==> src/hw/rtl/covariance_matrix_engine_defines.svh <==
// Assertion macros shared by the covariance matrix engine RTL.
// Depends on nothing; included by modules that carry assertions.
`ifndef COVARIANCE_MATRIX_ENGINE_DEFINES_SVH
`define COVARIANCE_MATRIX_ENGINE_DEFINES_SVH

// Asserts that an antecedent implies a consequent in the same cycle.
`define CME_ASSERT_IMPL(label, clk, rst, ante, cons, msg) \
  label: assert property (@(posedge clk) disable iff (rst) (ante) |-> (cons)) else $error(msg);

// Asserts that an antecedent implies a consequent in the next cycle.
`define CME_ASSERT_NEXT(label, clk, rst, ante, cons, msg) \
  label: assert property (@(posedge clk) disable iff (rst) (ante) |=> (cons)) else $error(msg);

`endif

==> src/hw/rtl/cme_pkg.sv <==
// Package for the covariance matrix engine: sizes, register map and shared types.
// Depends on nothing.
package cme_pkg;
  localparam int unsigned DefMaxDim    = 4;
  localparam int unsigned DefMaxRows   = 65535;
  localparam int unsigned DefSampleBits = 16;
  localparam int unsigned DefFracBits  = 8;
  localparam int unsigned InWidth      = 16;
  localparam int unsigned CovWidth     = 41;
  localparam int unsigned DimWidth     = 3;
  localparam int unsigned IdxWidth     = 2;
  localparam int unsigned DivWidth     = 128;

  localparam logic [0:0] RegDimAddr = 1'b0;

  typedef enum logic [2:0] {
    ST_ACCUM,
    ST_NUM,
    ST_NUM2,
    ST_DIV,
    ST_OUT
  } cme_state_t;

  // Control from the sequencer to the lanes.
  typedef struct packed {
    logic accept;
    logic clear;
  } cme_lane_ctl_t;
endpackage

==> src/hw/rtl/cme_lane.sv <==
// One accumulation lane: column sum and the cross sums of its column against
// the columns at or above it. Depends on cme_pkg.
module cme_lane
  import cme_pkg::*;
#(
  parameter int unsigned MAX_DIM     = DefMaxDim,
  parameter int unsigned SAMPLE_BITS = DefSampleBits,
  parameter int unsigned SUM_BITS    = 48,
  parameter int unsigned XSUM_BITS   = 64,
  parameter int unsigned LANE        = 0
) (
  input  logic                                   clk,
  input  cme_lane_ctl_t                          ctl,
  input  logic signed [MAX_DIM-1:0][SAMPLE_BITS-1:0] samples,
  output logic signed [SUM_BITS-1:0]             col_sum,
  output logic signed [MAX_DIM-1:0][XSUM_BITS-1:0] cross_sum
);
  always_ff @(posedge clk) begin
    if (ctl.clear) begin
      col_sum <= '0;
    end else if (ctl.accept) begin
      col_sum <= col_sum + SUM_BITS'($signed(samples[LANE]));
    end
  end

  // Entries below this lane's column stay zero and are never read.
  for (genvar j = 0; j < MAX_DIM; j++) begin : g_x
    if (j >= LANE) begin : g_u
      logic signed [2*SAMPLE_BITS-1:0] prod;
      logic signed [XSUM_BITS-1:0]     acc;
      assign prod = $signed(samples[LANE]) * $signed(samples[j]);
      always_ff @(posedge clk) begin
        if (ctl.clear) begin
          acc <= '0;
        end else if (ctl.accept) begin
          acc <= acc + XSUM_BITS'(prod);
        end
      end
      assign cross_sum[j] = acc;
    end else begin : g_l
      assign cross_sum[j] = '0;
    end
  end
endmodule

==> config.mk <==
export PLATFORM = sky130hd
export DESIGN_NAME = cme_lane
export DESIGN_NICKNAME = d
export VERILOG_FILES = /design/src/hw/rtl/covariance_matrix_engine_defines.svh /design/src/hw/rtl/cme_pkg.sv /design/src/hw/rtl/cme_lane.sv
export SDC_FILE = /design/constraint.sdc
export NUM_CORES = 2
export LEC_CHECK = 0
export BUFFER_PORTS_ARGS = -buffer_cell sky130_fd_sc_hd__buf_2
export CAP_MARGIN = 0
export CORE_ASPECT_RATIO = 0.6
export CORE_MARGIN = 2
export CORE_UTILIZATION = 65
export CTS_CLUSTER_SIZE = 14
export DETAILED_ROUTE_END_ITERATION = 12
export HOLD_SLACK_MARGIN = 0.03
export PLACE_DENSITY_LB_ADDON = 0.25
export SYNTH_ARGS = -nofsm -noshare
export SYNTH_HDL_FRONTEND = slang
export SYNTH_SLANG_ARGS = --single-unit
==> constraint.sdc <==
create_clock -name clk -period 12.7 [get_ports clk]
set_input_delay 1.905 -clock clk [delete_from_list [all_inputs] [get_ports clk]]
set_output_delay 1.905 -clock clk [all_outputs]
set_load 0.1 [all_outputs]
# Word level (Yosys, flattened, before mapping)
# Index checks and enable logic that the tools add are counted.
[classes] add_sub_neg=5 multipliers=4
[op_table] cell="64-bit by 32-bit adder with 64-bit output" n=4
[op_table] cell="16-bit by 16-bit multiplier with 32-bit output" n=4
[op_table] cell="48-bit by 16-bit adder with 48-bit output" n=1
[totals] regBits=304 input_bits=67 out_inout_bits=304 word_cells=14

# Longest topological paths before layout
[depth] ltp_word=2 mapped_depth=29 mapped_depth_nobuf=26

# Worst setup path after synthesis
# No wires, ideal clock.
[synth_path] kind="input to register" start="input port samples[15] (netlist name)" end="register g_x[1].g_u.acc[57]" arrival_time_ps=9829 setup_ps=118 setup_slack_ps=2753 required_ps=12582 n_path_buf=4 cell_stages=28 cell_sequence="clkbuf_1 clkbuf_1 clkbuf_1 nand2_1 inv_1 fa_1 inv_1 fa_1 fa_1 fa_1 inv_1 fa_1 inv_1 fa_1 inv_1 ha_1 buf_6 a21o_1 a21o_1 a21oi_2 a21oi_2 or4_4 a31oi_4 o31ai_4 a221oi_4 o21bai_1 xor2_1 a22o_1"
[synth_between] elab_chain_cells=2
[synth_rtl] element="start, declared" line="cme_lane.sv:14" source="input logic signed [MAX_DIM-1:0][SAMPLE_BITS-1:0] samples,"
[synth_rtl] element="16-bit by 16-bit multiplier with 32-bit output" line="cme_lane.sv:31" source="assign prod = $signed(samples[LANE]) * $signed(samples[j]);"
[synth_rtl] element="64-bit by 32-bit adder with 64-bit output" line="cme_lane.sv:36" source="acc <= acc + XSUM_BITS'(prod);"
[synth_rtl] element="end signal, assigned" line="cme_lane.sv:36"
[synth_rtl] element="end, declared" line="cme_lane.sv:30" source="logic signed [XSUM_BITS-1:0] acc;"
# Every way passes these cells.
# A chain may end at the register's enable or synchronous reset.

# Final worst setup path
[layout_path] start="input port samples[15] (netlist name)" end="register g_x[1].g_u.acc[63]"
# The elaborated chain is that of the path after synthesis.

==> flow_metrics.py <==
metrics = {
    "status": {
        "status": "complete, no violations",
    },
    "placement": {
        "place_congestion": 0.961,
        "port_buffers": 370,
        "detailed_place_hpwl_um": 168000,
    },
    "routing": {
        "drtPass1Iterations": 6,
        "drc": 0,
        "avgViaCountPerCell": 5.75,
        "via_count": 59700,
        "drt_iter0_drc": 5145,
        "wl_um": 208000,
        "routedWlPerCell_um": 20.1,
        "postRouteAntennaNets": 0,
    },
    "flow_run": {
        "maxCapViolCount": 0,
    },
    "die": {
        "num_rows": 98,
        "coreArea_um2": 119000,
        "dieArea_um2": 123000,
        "die_h_um": 272,
        "die_w_um": 451,
        "ios": 371,
        "start_util": 0.655,
    },
    "finish": {
        "mostFrequentLayoutCells": "inv_1, fa_1, nand2_1",
        "nets": 11200,
        "layout_commonest_cell": "inv_1",
        "syn_to_final_growth_pct": 5.90,
        "drive_above_1_share": 0.0658,
    },
    "clock_network": {
        "cts_setup_buffers": 0,
        "clk_latency_ps": 640,
        "cts_tree": "yes",
        "cts_max_path_buffers": 3,
        "cts_buffers": 42,
        "clk_pin_slew_ps": 70,
        "htreeDepth": 2,
        "root_buffer": "clkbuf_16",
        "cts_resized": 0,
        "cts-hold-fix-buffers": 0,
        "cts_num_sinks": 304,
    },
    "critical_path": {
        "cp_max_fo": 46,
        "slowest_delay_ps": 970,
        "crit_arrival_ps": 10630,
        "crit_required_ps": 13220,
        "rr_startpoint": "g_x[1].g_u.acc[9]",
        "cp_num_buf_inv": 7,
        "crit_family": "adder cells",
        "worst_path_max_delay_cell": "fa_1",
        "crit_path_start": "samples[15]",
        "end_kind": "flop",
        "path_class": "input pin to flop",
        "start_kind": "input pin",
    },
    "grt": {
        "use_met3": 0.0715,
        "grt_first_pass_wirelength_um": 342000,
        "antenna_found_initial": 14,
        "use_met1": 0.531,
        "busiest_layer": "met1",
        "grt_util_all_layers": 0.350,
        "grt_overflow": 0,
        "grt_max_degree": 73,
        "met2_usage": 0.517,
        "grt_pass1_vias": 63100,
    },
    "logic_synthesis": {
        "synth-seq-cells": 304,
        "netlist_area_um2": 78000,
        "syn_inst": 8583,
        "synthFlopType": "dfxtp_1",
        "syn-mean-instance-area_um2": 9.09,
        "syn_nets": 11000,
        "synth_cell_types": 99,
        "synth.largest_area_cell": "fa_1",
        "async_reset_ff_frac": 0,
        "yosys_warnings": 0,
        "synth_top_area_share": 0.428,
        "synth_edf_count": 0,
        "synth_area_leaders": "fa_1, ha_1, inv_1, dfxtp_1, nand2_1",
        "ys_seq_area_frac": 0.0780,
    },
    "hold_path": {
        "hold_start": "col_sum[42]",
        "hp-class": "flop to flop",
    },
    "timing": {
        "fmax_mhz": 98.9,
        "hold_viol_final": 0,
        "fin_crit_ps": 10120,
        "clock_skew_ps": 21.4,
        "finalMaxSlewViolations": 0,
        "setup_tns_ps": 0,
        "period_share": 0.796,
        "slew_headroom": 0.169,
        "worstMarginPinSlew_ps": 1240,
        "rsz0062_at_grt": "no",
        "setup_viol": 0,
    },
}
## cell type report
cell class | count | area [um^2]
diodes | 7 | 17.5
clock buffers | 56 | 1200
clock inverters | 21 | 230
fillers | 9318 | 36500
inverters | 2055 | 7720
multi-input cells | 5899 | 63000
flip-flops and latches | 304 | 6090
well taps | 1600 | 2000
repair buffers | 434 | 2370
## logic make-up after synthesis
group | Yosys count | synth area share
adder cells (fa/ha/maj) | 2388 | 0.543
buffers and inverters | 2380 | 0.115
AND/OR/NAND/NOR | 1928 | 0.117
AO/OA/AOI/OAI | 1148 | 0.0958
flip-flops | 304 | 0.0780
XOR/XNOR | 296 | 0.0332
multiplexers | 139 | 0.0178
## registers in the layout (all words and copies together) (netlist names)
signal / cells
g_x.g_u.acc: 256
col_sum: 48
## worst min-delay path, delay by kind of cell, from the launching register on
kind | cells | cell delay, ps
simple gates | 1 | 50
compound gates | 1 | 50
flops | 1 | 320
## routing by layer
layer,part of all wire,wire [um]
met5,0.00029,61
met1,0.44,92100
met4,0.028,5730
met3,0.10,21200
met2,0.43,89100
## per-stage QoR
step                worst slack [ps]  utilization  cells  cell area [um^2]  hold slack (ps)
CTS                             2700        0.694  10400             82600              472
detailed placement              2090        0.682  10300             81200              459
global route                    2200        0.694  10400             82600              496
global placement                2300        0.682  10300             81200              453
finish                          2580        0.694  10400             82600              470
floorplan                       2750            -   8583             78000              884
## cell usage after synthesis, drive strengths merged, types with 10 or more instances
master / count
o22ai: 14
or2: 15
clkbuf: 280
and2: 398
nand2: 732
inv: 2055
mux2i: 139
dfxtp: 304
fa: 1666
and4: 10
nor2b: 46
nand2b: 33
o21ai: 223
nand4: 70
o211ai: 18
ha: 722
o31ai: 21
a21o: 204
nor2: 433
a21oi: 373
xor2: 122
xnor2: 174
and3: 30
nor3: 51
a31oi: 38
a21boi: 14
o21a: 33
a211oi: 38
buf: 45
o21bai: 62
a41oi: 11
nand3: 65
## final timing paths
kind                   endpoint  slack, ps  cells after the start
max          g_x[1].g_u.acc[63]       2580                     26
min reg2reg         col_sum[42]        470                      2
min                 col_sum[42]        470                      2
max reg2reg  g_x[1].g_u.acc[63]       6080                     19
Power is not shown: default switching activity piles up to over one toggle a cycle in this logic, so the estimate is an artifact.
