[src/hw/rtl/covariance_matrix_engine_defines.svh]
// Assertion macros shared by the covariance matrix engine RTL.
// Depends on nothing; included by modules that carry assertions.
`ifndef COVARIANCE_MATRIX_ENGINE_DEFINES_SVH
`define COVARIANCE_MATRIX_ENGINE_DEFINES_SVH

// Asserts that an antecedent implies a consequent in the same cycle.
`define CME_ASSERT_IMPL(label, clk, rst, ante, cons, msg) \
  label: assert property (@(posedge clk) disable iff (rst) (ante) |-> (cons)) else $error(msg);

// Asserts that an antecedent implies a consequent in the next cycle.
`define CME_ASSERT_NEXT(label, clk, rst, ante, cons, msg) \
  label: assert property (@(posedge clk) disable iff (rst) (ante) |=> (cons)) else $error(msg);

`endif

[src/hw/rtl/cme_pkg.sv]
// Package for the covariance matrix engine: sizes, register map and shared types.
// Depends on nothing.
package cme_pkg;
  localparam int unsigned DefMaxDim    = 4;
  localparam int unsigned DefMaxRows   = 65535;
  localparam int unsigned DefSampleBits = 16;
  localparam int unsigned DefFracBits  = 8;
  localparam int unsigned InWidth      = 16;
  localparam int unsigned CovWidth     = 41;
  localparam int unsigned DimWidth     = 3;
  localparam int unsigned IdxWidth     = 2;
  localparam int unsigned DivWidth     = 128;

  localparam logic [0:0] RegDimAddr = 1'b0;

  typedef enum logic [2:0] {
    ST_ACCUM,
    ST_NUM,
    ST_NUM2,
    ST_DIV,
    ST_OUT
  } cme_state_t;

  // Control from the sequencer to the lanes.
  typedef struct packed {
    logic accept;
    logic clear;
  } cme_lane_ctl_t;
endpackage

[src/hw/rtl/cme_div.sv]
// Radix-2 restoring divider for the covariance numerator magnitude.
// Depends on cme_pkg.
module cme_div
  import cme_pkg::*;
#(
  parameter int unsigned NUM_BITS = 96,
  parameter int unsigned DEN_BITS = 48
) (
  input  logic                clk,
  input  logic                rst,
  input  logic                start,
  input  logic [NUM_BITS-1:0] num,
  input  logic [DEN_BITS-1:0] den,
  output logic                done,
  output logic [NUM_BITS-1:0] quot
);
  localparam int unsigned CntBits = $clog2(NUM_BITS + 1);
  logic [CntBits-1:0]  cnt;
  logic [DEN_BITS:0]   rem;
  logic [DEN_BITS:0]   trial;
  logic                busy;

  assign trial = {rem[DEN_BITS-1:0], quot[NUM_BITS-1]} - {1'b0, den};

  always_ff @(posedge clk) begin
    if (rst) begin
      busy <= 1'b0;
      done <= 1'b0;
      cnt  <= '0;
    end else begin
      done <= 1'b0;
      if (start) begin
        busy <= 1'b1;
        cnt  <= CntBits'(NUM_BITS);
      end else if (busy) begin
        cnt <= cnt - 1'b1;
        if (cnt == CntBits'(1)) begin
          busy <= 1'b0;
          done <= 1'b1;
        end
      end
    end
  end

  always_ff @(posedge clk) begin
    if (start) begin
      quot <= num;
      rem  <= '0;
    end else if (busy) begin
      if (!trial[DEN_BITS]) begin
        rem  <= trial;
        quot <= {quot[NUM_BITS-2:0], 1'b1};
      end else begin
        rem  <= {rem[DEN_BITS-1:0], quot[NUM_BITS-1]};
        quot <= {quot[NUM_BITS-2:0], 1'b0};
      end
    end
  end
endmodule

[config.mk]
export PLATFORM = sky130hd
export DESIGN_NAME = cme_div
export DESIGN_NICKNAME = d
export VERILOG_FILES = /design/src/hw/rtl/covariance_matrix_engine_defines.svh /design/src/hw/rtl/cme_pkg.sv /design/src/hw/rtl/cme_div.sv
export SDC_FILE = /design/constraint.sdc
export NUM_CORES = 1
export LEC_CHECK = 0
export BUFFER_PORTS_ARGS = -buffer_cell sky130_fd_sc_hd__clkbuf_2
export CAP_MARGIN = 20
export CORE_ASPECT_RATIO = 0.8
export CORE_UTILIZATION = 25
export CTS_BUF_LIST = sky130_fd_sc_hd__clkbuf_8
export DETAILED_ROUTE_END_ITERATION = 6
export PLACE_DENSITY = 0.46
export REMOVE_ABC_BUFFERS = 1
export SYNTH_ARGS = -nofsm -noshare
export SYNTH_HDL_FRONTEND = slang
export SYNTH_SLANG_ARGS = --single-unit
[constraint.sdc]
create_clock -name clk -period 7 [get_ports clk]
set_input_delay 0 -clock clk [delete_from_list [all_inputs] [get_ports clk]]
set_output_delay 0 -clock clk [all_outputs]
set_load 0.1 [all_outputs]
== After elaboration in Yosys (flattened, before gate mapping) ==
Index checks and enable logic that the tools add are counted.

* Word-level logic and storage cells: 23
* Output and inout port bits: 97
* Flip-flop bits (word level): 153

* Multiplexer cells: 10
* Reduce and logical (&&, ||, !) cells: 3
* Bitwise operators: 1
* Eq/ne operators: 1
* Add/subtract/negate cells: 2

{| class="wikitable"
|+ Operator list
! operator !! number
|-
| 96-bit 2-to-1 mux || 2
|-
| 49-bit by 48-bit subtractor with 49-bit output || 1
|-
| 48-bit 2-to-1 mux || 1
|-
| 7-bit 2-to-1 mux || 2
|-
| 7-bit by 1-bit equality test with 1-bit output, second input constant || 1
|-
| 7-bit by 1-bit subtractor with 7-bit output, second input constant || 1
|-
| 1-bit 2-to-1 mux || 5
|-
| 3-bit OR reduction || 1
|-
| 2-bit nonzero test || 1
|-
| 2-bit OR reduction || 1
|-
| 1-bit NOT || 1
|}

== Logic depth before layout (Yosys ltp) ==
Gate-level depths: netlist of the first run.

* Depth in word-level cells: 4
* Gate-level depth with buffers: 15
* Gate-level depth less buffers: 13

== Least setup slack after synthesis of the first run ==
Ideal clock, no wire load.

* Path kind: reg-to-reg
* From: register quot[95]
* To: register rem[33]
* Setup slack: 3.115 ns
* Arrival: 3.756 ns
* Cell stages (with the launch flop): 16
* Setup time: 0.129 ns
* Period minus slack after synthesis: 3.885 ns
* Cells stage by stage: edfxtp_1 inv_1 ha_1 fa_1 nand2b_1 a21oi_1 o21ai_1 and4b_1 nor4_1 o21ai_2 a2111o_1 o211ai_2 buf_6 buf_6 mux2i_1 o21ai_0

* Longest elaborated chain between the ends: 2

{| class="wikitable"
|+ Ends and longest elaborated chain
! what !! RTL line !! RTL
|-
| start, declared || cme_div.sv:15 || <nowiki>output logic [NUM_BITS-1:0] quot</nowiki>
|-
| start signal, assigned || cme_div.sv:47 || <nowiki>quot <= num;</nowiki>
|-
| start signal, assigned || cme_div.sv:52 || <nowiki>quot <= {quot[NUM_BITS-2:0], 1'b1};</nowiki>
|-
| start signal, assigned || cme_div.sv:55 || <nowiki>quot <= {quot[NUM_BITS-2:0], 1'b0};</nowiki>
|-
| 49-bit by 48-bit subtractor with 49-bit output || cme_div.sv:23 || <nowiki>assign trial = {rem[DEN_BITS-1:0], quot[NUM_BITS-1]} - {1'b0, den};</nowiki>
|-
| 48-bit 2-to-1 mux || cme_div.sv:50 || <nowiki>if (!trial[DEN_BITS]) begin</nowiki>
|-
| end signal, assigned || cme_div.sv:51 || <nowiki>rem <= trial;</nowiki>
|-
| end signal, assigned || cme_div.sv:54 || <nowiki>rem <= {rem[DEN_BITS-1:0], quot[NUM_BITS-1]};</nowiki>
|-
| end, declared || cme_div.sv:19 || <nowiki>logic [DEN_BITS:0] rem;</nowiki>
|}

No other way between the ends.
A chain may end at the register's enable or synchronous reset.

== Worst setup path after layout of the first run ==
* From: register quot[95]
* To: register rem[16]

Same word-level chain as after synthesis.

==> summary.md, run 1 <==
| Metric | Value |
|---|---|
| GRT met1 Usage | `20.4%` |
| Dominant cells by area after synthesis | `edfxtp_1, dfxtp_1, mux2_2` |
| Sequential Power Share | `39.5%` |
| Initial DRC Count | `441` |
| Area of the core | `37400 sq um` |
| ANT nets after route | `0` |
| Top-area cell type share of the netlist area | `30.1%` |
| Clk buf depth | `2` |
| Sw frac | `41.8%` |
| Met3 Track Usage GR | `3.40%` |
| Post-Synthesis Cell Area | `9580 sq um` |
| Die ar. | `39100 sq um` |
| Vias in the first global route | `8080` |
| CP top delay family | `compound AO/OA/AOI/OAI gates` |
| GR met2 Demand/Resource | `21.8%` |
| Worst path cell trace | `inv_1, ha_1, fa_1, nand2b_1, a21oi_1, o21ai_1, and4b_1, nor4_1, o21ai_2, a2111o_1, o211ai_4, buf_4, mux2i_1, a211oi_1` |
| Fin Hold WS | `0.0871 ns` |
| Combinational Power Share | `35.7%` |
| CP max FO | `40` |
| Clk pwr share | `24.8%` |
| Crit path capture type | `register` |
| CP max stage delay | `0.68 ns` |
| Max frequency | `227 MHz` |
| Hold depth | `4` |
| Largest net degree at the start of global routing | `72` |
| CP arrival | `4.81 ns` |
| Chip Width | `221 um` |
| Power per Cell Area | `222 nW/um^2` |
| Slew Viols, Final | `0` |
| Outcome | `finished, violations left` |
| Final Setup Violations | `0` |
| Number of antenna violations at the first check in global routing | `1` |
| Nets | `1460` |
| Die Y-Extent | `177 um` |
| Placement Rows | `63` |
| CTS tree | `yes` |
| Worst setup SP type | `register` |
| EDFF count, synth | `96` |
| Post-CTS setup buffer count | `0` |
| Required @ worst endpoint | `7.41 ns` |
| Vias after detailed routing | `8118` |
| DRC | `8` |
| Post-synth top flop | `edfxtp_1` |
| Internal | `1.62 mW` |
| Post-synth ARST share | `0%` |
| Average size of a mapped cell | `10.1 sq um` |
| Slew @ Worst Pin | `0.922 ns` |
| First-pass GRT wire length | `44500 um` |
| Hpwl dp | `20800 um` |
| Clk_skew | `0.0160 ns` |
| Post-Synthesis Cells | `947` |
| Max-cap violations | `0` |
| Vias per inst | `4.60` |
| Area growth syn-to-layout | `31.1%` |
| GR Overflow Total | `0` |
| PortBufs | `243` |
| Psw | `1.17 mW` |
| Flops & latches, synth | `153` |
| 1st-pass router iterations | `6` |
| DR WL/cell | `16.0 um` |
| Slew headroom | `38.6%` |
| Post-synth cell types | `66` |
| Synth Warn # | `0` |
| Worst-Skew Late Latency | `0.49 ns` |
| Clock transition at path regs | `0.10 ns` |
| I/O pin total | `244` |
| Crit path depth | `14` |
| Hold Crit Class | `input pin to register` |
| Total track usage | `14.5%` |
| Violated checks | `design-rule violations` |
| Period utilisation layout | `62.9%` |
| Share of cells above drive strength 1 | `30.6%` |
| Clk sink count | `153` |
| Largest area contributor in the netlist | `edfxtp_1` |
| Util after Layout | `33.6%` |
| Leakage | `5.35 nW` |
| Final TNS setup | `0 ns` |
| RSZ-0062 raised after global routing | `false` |
| Total CTS buffers | `17` |
| Slowest cell on the critical path | `buf_4` |
| Post-Route WL | `28200 um` |
| Busiest grt layer | `met2` |
| Placer congestion estimate | `0.791` |
| Final-report hold violation count | `0` |
| Peak supply drop | `0.108 mV` |
| Htree depth | `4` |
| Critical setup path kind | `register to register` |
| Crit path buffers/inverters | `2` |
| CTS root buffer | `clkbuf_8` |
| Register area share after synthesis | `42.0%` |
| Initial Utilization | `25.6%` |
| Worst reg2reg path depth | `14` |
| Min cycle time layout | `4.40 ns` |
-- worst paths after layout --
kind,from,to,slack [ns]
min,den[1],rem[1],0.09
max reg2reg,quot[95],rem[16],2.60
max,quot[95],rem[16],2.60
min reg2reg,rem[41],rem[42],0.49
-- cell usage in the layout (no fill, tap or decap), types with 23 or more instances in the layout --
master	instances
nor2_1	80
dlygate4sd3_1	99
mux2i_1	41
inv_1	62
ha_1	50
edfxtp_1	96
xnor2_1	28
a21oi_1	60
a211oi_1	33
clkbuf_2	242
a21o_1	23
o21ai_0	38
nand2_1	70
mux2_2	95
dfxtp_1	56
-- power groups by stage --
stage | registers [mW] | clock network [mW] | logic (mW)
after CTS | 1.10 | 0.716 | 0.999
after floorplan | 1.55 | 0 | 0.314
after global placement | 1.12 | 0 | 0.950
after detailed placement | 1.12 | 0 | 0.950
final | 1.10 | 0.690 | 0.994
after global routing | 1.11 | 0.751 | 1.06
-- what timing repair did --
action	in CTS	in global routing
hold buffers	99	0
gates resized for setup	0	0
endpoints found under the hold margin	113	0
-- worst min-delay path, stage by stage --
cell and delay, ns:
clkbuf_2 0.11, fa_1 0.17, mux2i_1 0.07, a22o_1 0.19
-- sequential cells by signal, summed over array words and instances, names as in the netlist --
name  cells
busy      1
cnt       7
done      1
quot     96
rem      48
-- metrics by stage --
step / worst slack (ns) / cell area (sq um) / total power [mW] / instances
floorplan: 2.29 / 9290 / 1.86 / 894
global placement: 2.71 / 11200 / 2.07 / 1630
detailed placement: 2.61 / 11200 / 2.07 / 1630
CTS: 2.58 / 12500 / 2.82 / 1761
global route: 2.17 / 12600 / 2.93 / 1763
finish: 2.60 / 12600 / 2.79 / 1763
-- cell type report --
cell class	instances	area, sq um
repair buffers	349	2260
diodes	1	2.50
fillers	3952	24800
multi-input cells	678	5040
clock buffers	17	234
flip-flops and latches	153	4030
well taps	487	609
inverters	63	239
clock inverters	15	144
-- cells in the mapped netlist, drive strengths merged, types with 8 or more instances --
| master | count |
|---|---|
| dfxtp | 57 |
| inv | 63 |
| a21o | 23 |
| xnor2 | 28 |
| nand2 | 70 |
| clkbuf | 41 |
| nand4 | 13 |
| mux2i | 41 |
| mux2 | 95 |
| o21ai | 40 |
| a211oi | 34 |
| o21a | 11 |
| buf | 12 |
| xor2 | 21 |
| nor2 | 81 |
| nand3 | 12 |
| a21oi | 61 |
| o211ai | 8 |
| ha | 50 |
| edfxtp | 96 |
-- logic make-up after synthesis --
group	after synthesis	share of synthesized area, %
flops	153	42.0
buf+inv	116	5.49
simple gates	220	10.5
mux	136	15.5
fa+ha+maj	51	6.74
compound gates	222	15.4
xor+xnor	49	4.48
-- metal layers --
metal	up-vias	routed length, um
li1	4083	-
met1	3868	14000
met2	145	12700
met3	22	1140
met4	0	338
met5	-	0
Note: power is estimated with default switching activity, not from simulation.
==> run 2: changes to the inputs <==
--- a/config.mk
+++ b/config.mk
@@ -5,6 +5,7 @@
 export SDC_FILE = /design/constraint.sdc
 export NUM_CORES = 1
 export LEC_CHECK = 0
+export ABC_AREA = 1
 export BUFFER_PORTS_ARGS = -buffer_cell sky130_fd_sc_hd__clkbuf_2
 export CAP_MARGIN = 20
 export CORE_ASPECT_RATIO = 0.8
==> constraint.sdc (replaced) <==
create_clock -name clk -period 3.6 [get_ports clk]
set_input_delay 0 -clock clk [delete_from_list [all_inputs] [get_ports clk]]
set_output_delay 0 -clock clk [all_outputs]
set_load 0.1 [all_outputs]
==> summary.md, run 2 <==
| Metric | Value |
|---|---|
| Outcome | `complete, no violations` |
| PortBufs | `243 (unchanged)` |
| Max frequency | `301 MHz (+33%)` |
| Largest register by flop count | `quot` |
| Most frequent cells in the layout | `nand2_1, inv_1, clkbuf_2` |
| CTS tree | `yes` |
| Die Y-Extent | `191 um (+7.7%)` |
| Post-Route WL | `39700 um (+41%)` |
| Die ar. | `45400 sq um (+16%)` |
| CP max FO | `49 (+23%)` |
| Hpwl dp | `31000 um (+49%)` |
| Htree depth | `4 (unchanged)` |
| Chip Width | `238 um (+7.8%)` |
| Commonest non-fill, non-tap cell in the layout | `nand2_1` |
| Cell area after layout | `14400 sq um (+15%)` |
| Post-Synthesis Cells | `1789 (+89%)` |
| CP arrival | `3.58 ns (-1.23 ns)` |
| Required @ worst endpoint | `3.86 ns (-3.55 ns)` |
| First-pass GRT wire length | `61000 um (+37%)` |
| Post-synth top flop | `edfxtp_1` |
| Placement Rows | `68 (+7.9%)` |
| Peak supply drop | `0.301 mV (+180%)` |
| Nets | `2321 (+59%)` |
| RSZ-0062 raised after global routing | `false` |
| Final TNS setup | `0 ns (unchanged)` |
| Detail Route met3 WL | `2510 um (+120%)` |
| Vias per inst | `4.26 (-7.5%)` |
| Inst Count DP | `2595 (+59%)` |
| Post-synth ARST share | `0% (unchanged)` |
| Hold Crit Class | `input pin to register` |
| Cell area after placement | `13000 sq um (+16%)` |
| Post-synth cell types | `36 (-45%)` |
| Crit path capture type | `register` |
| Most frequent cell after synthesis | `nand2_1` |
| Area of the core | `43600 sq um (+17%)` |
| Power per Cell Area | `355 nW/um^2 (+60%)` |
| Slew @ Worst Pin | `1.00 ns (+0.0783 ns)` |
| Register area share after synthesis | `36.1% (-5.9 points)` |
| Period utilisation layout | `92.2% (+29 points)` |
| Total track usage | `17.5% (+3.0 points)` |
| Dpl ws | `0.568 ns (-2.04 ns)` |
| Post-Synthesis Cell Area | `11100 sq um (+16%)` |
| GR Overflow Total | `0 (unchanged)` |
| Vias after detailed routing | `11.6k (+43%)` |
| Final Setup Violations | `0 (unchanged)` |
| Top-area cell type share of the netlist area | `29.5% (-0.58 points)` |
| Worst setup SP type | `register` |
| Top cells by count, synth | `nand2_1, inv_1, nor2_1` |
| Leakage | `8.06 nW (+51%)` |
| Average size of a mapped cell | `6.23 sq um (-38%)` |
| Util after Layout | `33.1% (-0.46 points)` |
| Synth Warn # | `0 (unchanged)` |
| Final-report hold violation count | `0 (unchanged)` |
| Initial Utilization | `25.6% (-0.065 points)` |
| Largest register FFs | `96 (unchanged)` |
| Clk_skew | `0.0268 ns (+0.0108 ns)` |
| DR WL/cell | `14.5 um (-9.1%)` |
| Slew Viols, Final | `0 (unchanged)` |
| Slew headroom | `33.3% (-5.2 points)` |
| Final Worst Setup Slack | `0.281 ns (-2.32 ns)` |
| ANT nets after route | `0 (unchanged)` |
| Placer congestion estimate | `0.902 (+14%)` |
| Worst-Skew Late Latency | `0.52 ns (+0.03 ns)` |
| EDFF count, synth | `96 (unchanged)` |
| Max layer used | `met5` |
| Clk buf depth | `2 (unchanged)` |
| Met1 WL | `19700 um (+40%)` |
| Clock transition at path regs | `0.10 ns (about the same)` |
| Vias in the first global route | `11.1k (+37%)` |
| Largest registers | `quot (96), rem (48), cnt (7)` |
| Total CTS buffers | `17 (unchanged)` |
| Share of cells above drive strength 1 | `14.0% (-17 points)` |
| Critical setup path kind | `register to register` |
| I/O pin total | `244 (unchanged)` |
| Post-CTS setup buffer count | `0 (unchanged)` |
| Initial DRC Count | `831 (+88%)` |
| Max-cap violations | `0 (unchanged)` |
| Flops & latches, synth | `153 (unchanged)` |
| Largest area contributor in the netlist | `nand2_1` |
| CTS root buffer | `clkbuf_8` |
| DRC | `0 (-8)` |
| Non-Filler Instances | `2730 (+55%)` |
| 1st-pass router iterations | `7 (+1)` |
| Number of antenna violations at the first check in global routing | `2 (+1)` |
| Min cycle time layout | `3.32 ns (-1.08 ns)` |
| Fillers | `4921 (+25%)` |
| WL met2 | `16900 um (+33%)` |
| Largest net degree at the start of global routing | `72 (unchanged)` |
| Dominant cells by area after synthesis | `nand2_1, edfxtp_1, inv_1` |
| Clk sink count | `153 (unchanged)` |
| Area growth syn-to-layout | `29.6%` |
run 2: cell count changes after synthesis, sizes merged, moves of 17 or more:
cell / previous run / this run
nand2: 70 / 883
mux2i: 41 / 0
a211oi: 34 / 1
o21ai: 40 / 16
a21o: 23 / 1
nor2: 81 / 114
mux2: 95 / 0
inv: 63 / 334
nand3: 12 / 86
a21oi: 61 / 44
run 2: final cells by class:
cell class	instances	area, sq um	share of cell area, %
timing repair buffer	355	2330	16.2
inverter	335	1260	8.73
clock inverter	13	169	1.17
multi-input combinational	1261	5670	39.3
antenna	1	2.50	0.0173
sequential	153	4020	27.9
tap	595	744	5.16
clock buffer	17	234	1.62
run 2: what timing repair did:
action                    4_1_cts  5_1_grt
gates resized for setup         0        0
hold buffers                  104        0
hold endpoints to repair      107        0
run 2: power breakdown:
group | switching [mW] | internal (mW)
logic | 1.24 | 0.324
clock network | 0.776 | 0.688
registers | 0.0753 | 2.02
total | 2.10 | 3.03
run 2: cells by family (layout without fill, tap and decap cells):
kind of cell             count (synthesis)  count (layout)  synth area share (%)
buffers and inverters                  375             720                  13.1
other                                    0               1                     0
AO/OA/AOI/OAI                           67              67                  3.24
flip-flops                             153             153                  36.1
AND/OR/NAND/NOR                       1117            1117                  39.7
XOR/XNOR                                26              26                  2.04
adder cells (fa/ha/maj)                 51              51                  5.80
run 2: path summary, 6_finish.rpt:
kind / from / endpoint / slack (ns) / cells past startpoint
worst max-delay path: quot[95] / quot[0] / 0.28 / 17
worst min register to register: rem[34] / rem[34] / 0.48 / 2
worst max register to register: quot[95] / quot[0] / 0.28 / 17
worst min-delay path: start / quot[39] / 0.05 / 3
run 2: layer usage:
layer / track usage (%) / vias to the layer above
met4: 3.77 / 2
met3: 4.81 / 41
met2: 26.2 / 286
met5: 0 / -
li1: - / 6056
met1: 24.8 / 5249
run 2: through the flow:
step	total power [mW]	hold slack (ns)
global placement	3.61	0.218
CTS	5.19	0.00185
detailed placement	3.61	0.210
finish	5.12	0.0466
global route	5.34	0.0292
floorplan	3.25	0.0793
run 2: critical path, stage by stage, from the launching register on:
cell           delay (ns)
edfxtp_1             0.37
inv_1                0.06
ha_1                 0.20
fa_1                 0.44
inv_1                0.14
nand2_1              0.06
nand2_1              0.08
nand3_1              0.09
nand2_2              0.13
nand2_1              0.06
nand2_1              0.16
nand2_2              0.11
nand3_2              0.11
nand2_2              0.05
nand2_2              0.07
buf_12               0.26
o21ai_1              0.08
dlygate4sd3_1        0.56
